File: src/wms_pkg.sv
// Shared types, codes and helpers for the waypoint mission sequencer.
`default_nettype none

package wms_pkg;

  // Route and field sizes.
  localparam int unsigned MaxPoints  = 16;
  localparam int unsigned CountW     = 5;
  localparam int unsigned IndexW     = 4;
  localparam int unsigned RetryW     = 4;
  localparam int unsigned CounterW   = 32;
  localparam int unsigned LimitsW    = 64;
  localparam int unsigned OpW        = 4;
  localparam int unsigned CmdW       = 3;
  localparam int unsigned ModeW      = 3;
  localparam int unsigned AddrW      = 5;
  localparam int unsigned DataW      = 64;

  // Register indexes (byte address is eight times the index).
  localparam logic [1:0] RegWaypointCount   = 2'd0;
  localparam logic [1:0] RegRetryLimits     = 2'd1;
  localparam logic [1:0] RegLoopForever     = 2'd2;
  localparam logic [1:0] RegContinueOnError = 2'd3;

  // Event codes.
  localparam logic [OpW-1:0] OpValidate  = 4'd0;
  localparam logic [OpW-1:0] OpActivate  = 4'd1;
  localparam logic [OpW-1:0] OpReady     = 4'd2;
  localparam logic [OpW-1:0] OpSuccess   = 4'd3;
  localparam logic [OpW-1:0] OpError     = 4'd4;
  localparam logic [OpW-1:0] OpRetryTmr  = 4'd5;
  localparam logic [OpW-1:0] OpStop      = 4'd6;
  localparam logic [OpW-1:0] OpStopDone  = 4'd7;
  localparam logic [OpW-1:0] OpAbort     = 4'd8;

  // Command codes.
  localparam logic [CmdW-1:0] CmdNone     = 3'd0;
  localparam logic [CmdW-1:0] CmdDispatch = 3'd1;
  localparam logic [CmdW-1:0] CmdWait     = 3'd2;
  localparam logic [CmdW-1:0] CmdRetry    = 3'd3;
  localparam logic [CmdW-1:0] CmdCancel   = 3'd4;
  localparam logic [CmdW-1:0] CmdStopped  = 3'd5;
  localparam logic [CmdW-1:0] CmdComplete = 3'd6;
  localparam logic [CmdW-1:0] CmdFail     = 3'd7;

  // Mission mode codes.
  localparam logic [ModeW-1:0] ModeIdle       = 3'd0;
  localparam logic [ModeW-1:0] ModeValidating = 3'd1;
  localparam logic [ModeW-1:0] ModeWaiting    = 3'd2;
  localparam logic [ModeW-1:0] ModeNavigating = 3'd3;
  localparam logic [ModeW-1:0] ModeRetryWait  = 3'd4;
  localparam logic [ModeW-1:0] ModeStopping   = 3'd5;
  localparam logic [ModeW-1:0] ModeCompleted  = 3'd6;
  localparam logic [ModeW-1:0] ModeFailed     = 3'd7;

  // Configuration seen by the decision logic.
  typedef struct packed {
    logic [CountW-1:0]  waypoint_count;
    logic [LimitsW-1:0] retry_limits;
    logic               wrap_route;
    logic               skip_exhausted;
  } cfg_t;

  // Mission status held between events.
  typedef struct packed {
    logic [ModeW-1:0]    mode;
    logic                active;
    logic                loaded;
    logic [IndexW-1:0]   index;
    logic [RetryW-1:0]   retry;
    logic [CounterW-1:0] done;
    logic [CounterW-1:0] missed;
    logic [CounterW-1:0] laps;
  } status_t;

  // One decision: the command and the status after the event.
  typedef struct packed {
    logic [CmdW-1:0] cmd;
    status_t         status;
  } step_t;

  // Saturating increment of a status counter.
  function automatic logic [CounterW-1:0] sat_inc(input logic [CounterW-1:0] v);
    sat_inc = (&v) ? v : v + CounterW'(1);
  endfunction

endpackage

`default_nettype wire

File: src/waypoint_mission_sequencer.sv
// Top level of the waypoint mission sequencer: event register, status and result register.
//
//  Channel   Direction  Handshake               Payload
//  in        sink       in_valid_i/in_stall_o   operation_i, executor_ready_i
//  out       source     out_valid_o/out_stall_i command_o .. laps_o (8 fields)
//  cfg       APB slave  psel/penable/pready     paddr, pwdata, prdata
//
// An event is registered on acceptance and decided from the event register,
// and its result is loaded into the result register once that register is free.
// One event is taken every cycle unless a stalled result holds the flow; the
// throughput is set by the single decision stage between the event register
// and the result register. Reset clears status, configuration and both valid flags.
// A stalled result holds the result register; a full event register then holds
// and in_stall_o rises, so no event is dropped.
`default_nettype none

module waypoint_mission_sequencer import wms_pkg::*; (
  input  wire logic                clk_i,
  input  wire logic                rst_ni,
  // Event channel
  input  wire logic                in_valid_i,
  output logic                     in_stall_o,
  input  wire logic [OpW-1:0]      operation_i,
  input  wire logic                executor_ready_i,
  // Result channel
  output logic                     out_valid_o,
  input  wire logic                out_stall_i,
  output logic [CmdW-1:0]          command_o,
  output logic [ModeW-1:0]         mode_o,
  output logic                     is_active_o,
  output logic [IndexW-1:0]        point_index_o,
  output logic [RetryW-1:0]        retry_number_o,
  output logic [CounterW-1:0]      done_points_o,
  output logic [CounterW-1:0]      missed_points_o,
  output logic [CounterW-1:0]      laps_o,
  // Configuration port
  input  wire logic                psel,
  input  wire logic                penable,
  input  wire logic                pwrite,
  input  wire logic [AddrW-1:0]    paddr,
  input  wire logic [DataW-1:0]    pwdata,
  output logic      [DataW-1:0]    prdata,
  output logic                     pready
);

  cfg_t           cfg;
  status_t        status_q;
  step_t          step;
  logic           ev_valid_q;
  logic [OpW-1:0] op_q;
  logic           rdy_q;
  logic           out_blocked;
  logic           fire;
  logic           out_valid_q;
  step_t          res_q;

  wms_cfg u_cfg (
    .clk_i   (clk_i),
    .rst_ni  (rst_ni),
    .psel    (psel),
    .penable (penable),
    .pwrite  (pwrite),
    .paddr   (paddr),
    .pwdata  (pwdata),
    .prdata  (prdata),
    .pready  (pready),
    .cfg_o   (cfg)
  );

  wms_step u_step (
    .op_i         (op_q),
    .exec_ready_i (rdy_q),
    .cfg_i        (cfg),
    .status_i     (status_q),
    .step_o       (step)
  );

  // Handshake: the result register frees up when empty or being taken.
  assign out_blocked = out_valid_q && out_stall_i;
  assign fire        = ev_valid_q && !out_blocked;
  assign in_stall_o  = ev_valid_q && out_blocked;

  // Event register valid flag.
  always_ff @(posedge clk_i or negedge rst_ni) begin
    if (!rst_ni) begin
      ev_valid_q <= 1'b0;
    end else if (!in_stall_o) begin
      ev_valid_q <= in_valid_i;
    end
  end

  // Event register payload.
  always_ff @(posedge clk_i) begin
    if (!in_stall_o && in_valid_i) begin
      op_q  <= operation_i;
      rdy_q <= executor_ready_i;
    end
  end

  // Mission status is updated as each event is decided.
  always_ff @(posedge clk_i or negedge rst_ni) begin
    if (!rst_ni) begin
      status_q <= '0;
    end else if (fire) begin
      status_q <= step.status;
    end
  end

  // Result register valid flag.
  always_ff @(posedge clk_i or negedge rst_ni) begin
    if (!rst_ni) begin
      out_valid_q <= 1'b0;
    end else if (!out_blocked) begin
      out_valid_q <= ev_valid_q;
    end
  end

  // Result register payload.
  always_ff @(posedge clk_i) begin
    if (fire) begin
      res_q <= step;
    end
  end

  assign out_valid_o     = out_valid_q;
  assign command_o       = res_q.cmd;
  assign mode_o          = res_q.status.mode;
  assign is_active_o     = res_q.status.active;
  assign point_index_o   = res_q.status.index;
  assign retry_number_o  = res_q.status.retry;
  assign done_points_o   = res_q.status.done;
  assign missed_points_o = res_q.status.missed;
  assign laps_o          = res_q.status.laps;

endmodule

`default_nettype wire

File: src/wms_cfg.sv
// Configuration register file with its APB-style access port.
`default_nettype none

module wms_cfg import wms_pkg::*; (
  input  wire logic             clk_i,
  input  wire logic             rst_ni,
  input  wire logic             psel,
  input  wire logic             penable,
  input  wire logic             pwrite,
  input  wire logic [AddrW-1:0] paddr,
  input  wire logic [DataW-1:0] pwdata,
  output logic      [DataW-1:0] prdata,
  output logic                  pready,
  output cfg_t                  cfg_o
);

  logic [CountW-1:0]  count_q;
  logic [LimitsW-1:0] limits_q;
  logic               loop_q;
  logic               cont_q;
  logic               wr_en;
  logic [1:0]         reg_sel;

  assign pready  = 1'b1;
  assign wr_en   = psel && penable && pwrite;
  assign reg_sel = paddr[4:3];

  // Register writes complete in the access cycle of a transfer.
  always_ff @(posedge clk_i or negedge rst_ni) begin
    if (!rst_ni) begin
      count_q  <= '0;
      limits_q <= '0;
      loop_q   <= 1'b0;
      cont_q   <= 1'b0;
    end else if (wr_en) begin
      case (reg_sel)
        RegWaypointCount:   count_q  <= pwdata[CountW-1:0];
        RegRetryLimits:     limits_q <= pwdata[LimitsW-1:0];
        RegLoopForever:     loop_q   <= pwdata[0];
        RegContinueOnError: cont_q   <= pwdata[0];
        default: ;
      endcase
    end
  end

  // Read-back multiplexer.
  always_comb begin
    case (reg_sel)
      RegWaypointCount:   prdata = {{(DataW-CountW){1'b0}}, count_q};
      RegRetryLimits:     prdata = limits_q;
      RegLoopForever:     prdata = {{(DataW-1){1'b0}}, loop_q};
      RegContinueOnError: prdata = {{(DataW-1){1'b0}}, cont_q};
      default:            prdata = '0;
    endcase
  end

  assign cfg_o = '{waypoint_count: count_q,
                   retry_limits:   limits_q,
                   wrap_route:     loop_q,
                   skip_exhausted: cont_q};

endmodule

`default_nettype wire

File: src/wms_step.sv
// Decision logic: one event applied to the current mission status.
`default_nettype none

module wms_step import wms_pkg::*; (
  input  wire logic [OpW-1:0] op_i,
  input  wire logic           exec_ready_i,
  input  wire cfg_t           cfg_i,
  input  wire status_t        status_i,
  output step_t               step_o
);

  logic [CountW-1:0] route_len;
  logic [CountW-1:0] next_pos;
  logic              more_points;
  logic              index_out;
  logic [RetryW-1:0] limit;

  // Route length is capped at the route capacity.
  assign route_len   = (cfg_i.waypoint_count > CountW'(MaxPoints))
                       ? CountW'(MaxPoints) : cfg_i.waypoint_count;
  assign next_pos    = {1'b0, status_i.index} + CountW'(1);
  assign more_points = next_pos < route_len;
  assign index_out   = {1'b0, status_i.index} >= route_len;
  assign limit       = cfg_i.retry_limits[status_i.index * RetryW +: RetryW];

  // Move past the current waypoint: next point, wrap with a lap, or complete.
  function automatic step_t advance(input status_t s, input logic more,
                                    input logic loop_en);
    step_t r;
    r.status = s;
    if (more) begin
      r.status.index = s.index + IndexW'(1);
      r.status.mode  = ModeNavigating;
      r.cmd          = CmdDispatch;
    end else if (loop_en) begin
      r.status.laps  = sat_inc(s.laps);
      r.status.index = '0;
      r.status.mode  = ModeNavigating;
      r.cmd          = CmdDispatch;
    end else begin
      r.status.mode   = ModeCompleted;
      r.status.active = 1'b0;
      r.cmd           = CmdComplete;
    end
    return r;
  endfunction

  always_comb begin
    status_t s;
    s      = status_i;
    step_o = '{cmd: CmdNone, status: status_i};
    case (op_i)
      OpValidate: begin
        step_o.status        = '0;
        step_o.status.mode   = ModeValidating;
        step_o.status.active = 1'b1;
      end
      OpActivate: begin
        step_o.status        = '0;
        step_o.status.loaded = 1'b1;
        step_o.status.active = 1'b1;
        step_o.status.mode   = exec_ready_i ? ModeNavigating : ModeWaiting;
        step_o.cmd           = exec_ready_i ? CmdDispatch : CmdWait;
      end
      OpReady: begin
        if (status_i.mode == ModeWaiting && status_i.active) begin
          step_o.status.mode = ModeNavigating;
          step_o.cmd         = CmdDispatch;
        end
      end
      OpSuccess: begin
        if (status_i.loaded && status_i.active) begin
          s.done  = sat_inc(status_i.done);
          s.retry = '0;
          step_o  = advance(s, more_points, cfg_i.wrap_route);
        end
      end
      OpError: begin
        if (status_i.loaded) begin
          if (index_out) begin
            step_o.status.mode   = ModeFailed;
            step_o.status.active = 1'b0;
            step_o.cmd           = CmdFail;
          end else if (status_i.retry < limit) begin
            step_o.status.retry = status_i.retry + RetryW'(1);
            step_o.status.mode  = ModeRetryWait;
            step_o.cmd          = CmdRetry;
          end else begin
            // Retries exhausted: the waypoint is given up.
            s.missed = sat_inc(status_i.missed);
            s.retry  = '0;
            if (cfg_i.skip_exhausted) begin
              step_o = advance(s, more_points, cfg_i.wrap_route);
            end else begin
              s.mode   = ModeFailed;
              s.active = 1'b0;
              step_o   = '{cmd: CmdFail, status: s};
            end
          end
        end
      end
      OpRetryTmr: begin
        if (status_i.mode == ModeRetryWait && status_i.active) begin
          step_o.status.mode = ModeNavigating;
          step_o.cmd         = CmdDispatch;
        end
      end
      OpStop: begin
        step_o.status.active = 1'b0;
        if (status_i.mode == ModeNavigating) begin
          step_o.status.mode = ModeStopping;
          step_o.cmd         = CmdCancel;
        end else begin
          step_o.status.mode = ModeIdle;
          step_o.cmd         = CmdStopped;
        end
      end
      OpStopDone: begin
        step_o.status.mode   = ModeIdle;
        step_o.status.active = 1'b0;
        step_o.cmd           = CmdStopped;
      end
      OpAbort: begin
        step_o.status.mode   = ModeFailed;
        step_o.status.active = 1'b0;
        step_o.cmd           = CmdFail;
      end
      default: ;
    endcase
  end

endmodule

`default_nettype wire

File: config.mk
export PLATFORM = sky130hd
export DESIGN_NAME = waypoint_mission_sequencer
export DESIGN_NICKNAME = d
export VERILOG_FILES = /design/src/wms_pkg.sv /design/src/waypoint_mission_sequencer.sv /design/src/wms_cfg.sv /design/src/wms_step.sv
export SDC_FILE = /design/constraint.sdc
export NUM_CORES = 1
export LEC_CHECK = 0
export BUFFER_PORTS_ARGS = -buffer_cell sky130_fd_sc_hd__buf_2
export CORE_MARGIN = 4
export CORE_UTILIZATION = 52
export CTS_CLUSTER_SIZE = 28
export DETAILED_ROUTE_END_ITERATION = 6
export GPL_TIMING_DRIVEN = 0
export PLACE_DENSITY = 0.86
export SLEW_MARGIN = 40
export SYNTH_ARGS = -nofsm -noshare
export SYNTH_HDL_FRONTEND = slang
export SYNTH_HIERARCHICAL = 1
export SYNTH_SLANG_ARGS = --single-unit
File: constraint.sdc
create_clock -name clk_i -period 4.73 [get_ports clk_i]
set_clock_uncertainty 0.2 [all_clocks]
set_input_delay 0.946 -clock clk_i [delete_from_list [all_inputs] [get_ports clk_i]]
set_output_delay 0.946 -clock clk_i [all_outputs]
set_load 0.03 [all_outputs]
; Word level (Yosys, flattened, before mapping)
; Index checks and enable logic that the tools add are counted.
[word_totals]
ff_bits = 298
inputBits = 81
output_inout_bits = 178
wordCells = 105
[classes]
addsub = 6
order_cmp = 4
eq_ne = 14
shifts = 1
muxes = 31
n_bitwise = 1
n_reduce_logical = 24
[op_table]
columns = operator, count
row1 = 105-bit one-hot mux with 4 select lines, 1
row2 = 112-bit 2-to-1 mux, 3
row3 = 64-bit one-hot mux with 4 select lines, 1
row4 = 32-bit 2-to-1 mux, 5
row5 = 105-bit 2-to-1 mux, 1
row6 = "32-bit by 1-bit adder with 32-bit output, second input constant", 3
row7 = 96-bit 2-to-1 mux, 1
row8 = 32-bit AND reduction, 3
row9 = 64-bit by 7-bit indexed part select with 4-bit output, 1
row10 = 3-bit one-hot mux with 9 select lines, 1
row11 = 4-bit 2-to-1 mux, 6
row12 = 6-bit 2-to-1 mux, 4
row13 = 3-bit one-hot mux with 8 select lines, 1
row14 = "4-bit by 3-bit == test with 1-bit output, second input constant", 4
row15 = 1-bit logical AND, 9
row16 = "4-bit by 1-bit adder with 4-bit output, second input constant", 2
row17 = "4-bit by 2-bit == test with 1-bit output, second input constant", 2
row18 = 2-bit AND reduction, 4
row19 = 7-bit 2-to-1 mux, 1
row20 = "3-bit by 2-bit == test with 1-bit output, second input constant", 2
row21 = "4-bit by 1-bit adder with 5-bit output, second input constant", 1
row22 = 4-bit by 5-bit greater-or-equal comparator with 1-bit output, 1
row23 = "5-bit greater-than comparator, second input constant", 1
row24 = 5-bit < comparator, 1
row25 = 18 further kinds, 22

; Logic depth before layout (Yosys ltp)
[logic_depth]
word_depth = 9
ltp_mapped = 18
ltp_nobuf = 12

; Hierarchy
; Netlist, hierarchy kept.
[by_module_without_submodules]
columns = mod, n_inst, cells_per_inst, area_each_um2, seq_area_each_um2
row1 = waypoint_mission_sequencer, 1, 354, 8135.3, 6261.0
row2 = wms_step, 1, 804, 5016.1, 0.0
row3 = wms_cfg, 1, 236, 3507.1, 1776.7

; Worst setup path after synthesis
; No wires, ideal clock.
[synth_path]
kind = reg2reg
start = register status_q[100] (netlist name)
end = register status_q[8] (netlist name)
setup_ps = 125
arrival_ps = 4342
t_required_ps = 4405
path_slack_ps = 63
stages_incl_launch_ff = 19
path_buffers = 6
synth_period_minus_slack_ps = 4667
path_cell_list = dfrtp_1 -> buf_6 -> buf_6 -> buf_1 -> mux4_2 -> mux4_2 -> inv_1 -> ha_1 -> a21o_1 -> a221oi_1 -> a32oi_2 -> and4_1 -> buf_4 -> a21o_1 -> buf_4 -> buf_6 -> a31oi_1 -> nor3_2 -> mux2_4
[synth_rtl]
columns = element, line_no
row1 = "start, declared", waypoint_mission_sequencer.sv:47  ; status_t status_q;
row2 = "start signal, assigned", waypoint_mission_sequencer.sv:105  ; status_q <= step.status;

==> impl_results.md <==
- Synth area leader: dfrtp_1
- GRT met3 Usage: 5.04%
- Mapped Nets: 1492
- Die W: 187 um
- Max VDD drop: 314 uV
- Fin crit period: 4630 ps
- Layout overhead on the synthesized area: 19.4%
- Num CTS Buffers: 30
- Met2 Use GR: 41.0%
- WP data required: 5020 ps
- Port-buffer cells: 252
- Final HPWL DP: 32300 um
- H-tree levels: 1
- Residual DRC: 0
- Clock sinks: 298
- Worst Hold Class: in -> async
- Ratio of cells with drive above 1 in the final layout: 34.6%
- Diodes inserted: 0
- Yosys top cell area share: 27.3%
- Worst-skew pair later-pin latency: 570 ps
- NumNets Final: 1787
- Status: complete, no violations
- Max transition margin: 41.0%
- Clock Tree Buf Depth: 3
- Clock transition at path regs: 60 ps
- Die area: 35000 um^2
- Syn Std Cell Area: 16700 um^2
- Final Core Density: 63.0%
- Sum of negative setup slack: 0 ps
- Commonest non-fill, non-tap cell in the layout: buf_2
- Final setup vio count: 0
- Via count: 13274
- FF+latch count, synth: 298
- Core area: 31600 um^2
- Synth unique cells: 87
- Drt wl/cell: 21.6 um
- Final period util: 97.8%
- Vias per inst: 6.28
- Critical path endpoint category: register
- Initial drt markers: 1308
- Synth warn: 6
- Kind of critical path: reg -> reg
- Vias in the first global route: 13155
- Non-Filler Instances: 2115
- Most Crowded Layer GR: met2
- Root buffer cell: clkbuf_16
- Fin. Hold Viols: 0
- Syn_area_per_cell: 12.0 um^2
- Initial Utilization: 52.8%
- CTS tree: built
- Die extent in y: 187 um
- Antenna violations before repair: 1
- First-pass GRT wire length: 72500 um
- Max frequency: 0.216 GHz
- Type of origin of the critical path: register
- Slew Limit Fails: 0
- Global placement routability congestion: 0.955
- PwrDens: 378 nW/um^2
- Antenna-violating nets left: 0
- Critical path arrival: 4920 ps
- Maximum net fanout on the critical path: 10
- Number of core rows: 65
- Post-Place Setup Slack: -1010 ps
- Drt pass-1 iters: 6
- Power, Total: 7.52 mW
- Post-synth top flop: dfrtp_1
- Congestion Overflow GR: 0
- Worst Tran Pin Value: 880 ps
- Final wirelength: 45800 um
- Sequential area share after synthesis: 48.2%
- Async set-or-reset flop fraction in the synthesized netlist: 61.1%
- Max-cap violation count: 0
- Met1 GRT Util: 33.8%
- Leak pwr: 8.80 nW
- EDFF count, synth: 116
- Commonest cells after routing, fill and taps aside: 262 x buf_2, 180 x dfrtp_1, 159 x mux2_4, 116 x edfxtp_1, 107 x nand2_1
- Synth top area cells: dfrtp_1 27%, edfxtp_1 21%, mux2_4 14%
- Tot GR Track Use: 25.1%
- Setup ws final: 104 ps
- Synth Instances: 1394
- IO Pins: 259
- Largest net degree at the start of global routing: 121
- Inst Count DP: 2050
worst paths after layout:
check | slack [ps] | startpoint | cells past startpoint | endpoint
min in group clk_i | 310 | status_q[104] | 1 | status_q[104]
max | 100 | status_q[100] | 16 | status_q[100]
max in group asynchronous | 3520 | rst_ni | 2 | u_cfg/limits_q[35]
max reg2reg | 100 | status_q[100] | 16 | status_q[100]
min | 90 | rst_ni | 1 | status_q[40]
min reg2reg | 310 | status_q[104] | 1 | status_q[104]
per-layer routing:
metal / vias to the layer above / routed length (um)
met1: 6473 / 18500
met3: 133 / 4000
li1: 5895 / -
met5: - / 13
met4: 2 / 1580
met2: 771 / 21600
power by group:
| part | switching (mW) | internal [mW] | leakage (nW) |
|---|---|---|---|
| Combinational | 0.852 | 0.615 | 4.64 |
| Sequential | 0.189 | 2.94 | 3.57 |
| Clock | 1.04 | 1.88 | 0.592 |
| Total | 2.09 | 5.43 | 8.80 |
stage by stage:
stage | hold WS (ps) | instance area, um^2
after floorplan | 251 | 16700
after global placement | 270 | 18400
after detailed placement | 287 | 18500
after CTS | 91.6 | 19800
after global routing | 107 | 19900
final | 93.6 | 19900
Yosys cell counts, types with 4 or more instances:
cell,n
a211o_1,4
a211oi_1,6
a21o_1,9
a21oi_1,52
a22o_1,7
a311oi_1,5
a31oi_1,46
a32oi_1,5
a41oi_1,8
and2_1,68
and3_1,32
and4_1,9
buf_1,4
buf_12,17
buf_2,11
buf_4,8
buf_6,7
clkbuf_1,42
dfrtp_1,182
edfxtp_1,116
ha_1,17
inv_1,26
mux2_2,24
mux2_4,159
mux2i_1,9
mux4_2,18
nand2_1,107
nand2b_1,8
nand3_1,61
nand4_1,30
nor2_1,57
nor2b_1,6
nor3_1,21
nor4_1,7
o211ai_1,21
o21a_1,5
o21ai_0,63
o21ai_1,11
o31ai_1,8
o41ai_1,6
or3_1,10
or4_1,13
layout make-up:
| type | count | area, um^2 |
|---|---|---|
| clock buffer | 35 | 811 |
| clock inverter | 21 | 419 |
| sequential | 298 | 8040 |
| multi-input combinational | 980 | 7860 |
| inverter | 26 | 97.6 |
| timing repair buffer | 264 | 1410 |
| tap | 402 | 503 |
| fill | 2410 | 11700 |
| buffer | 89 | 741 |
cells by family after synthesis:
family	Yosys count	share of synthesized area (%)
simple gates	451	14.6
other cells	1	0.0225
compound gates	298	11.9
buf+inv	116	4.86
xor+xnor	3	0.158
fa+ha+maj	17	1.28
mux	210	18.9
flops	298	48.2
worst max-delay path: stages, from the launching register on:
cell and delay [ps]:
dfrtp_2 400, buf_12 140, buf_12 150, mux4_2 520, mux4_2 460, inv_1 90, ha_1 250, a21o_1 220
a221oi_2 290, a32oi_2 190, and4_1 230, buf_4 170, o21ai_1 220, buf_2 320, nor2_1 80, a211oi_1 390
mux2_4 230
repair_timing:
item / CTS / global route
buffers inserted: 1 / 9
gates resized for setup: 14 / 9
hold buffers: 0 / 0
endpoints found under the setup margin: 150 / 63
pin swaps: 1 / 2
registers in the layout (all words and copies together), names as in the netlist:
signal / flops
ev_valid_q: 1
point_index_o: 4
out_valid_o: 1
u_cfg/cont_q: 1
missed_points_o: 32
done_points_o: 32
retry_number_o: 4
u_cfg/limits_q: 64
mode_o: 3
rdy_q: 1
command_o: 3
u_cfg/count_q: 5
u_cfg/loop_q: 1
laps_o: 32
status_q: 109
op_q: 4
is_active_o: 1
(Power assumes the default switching activity.)
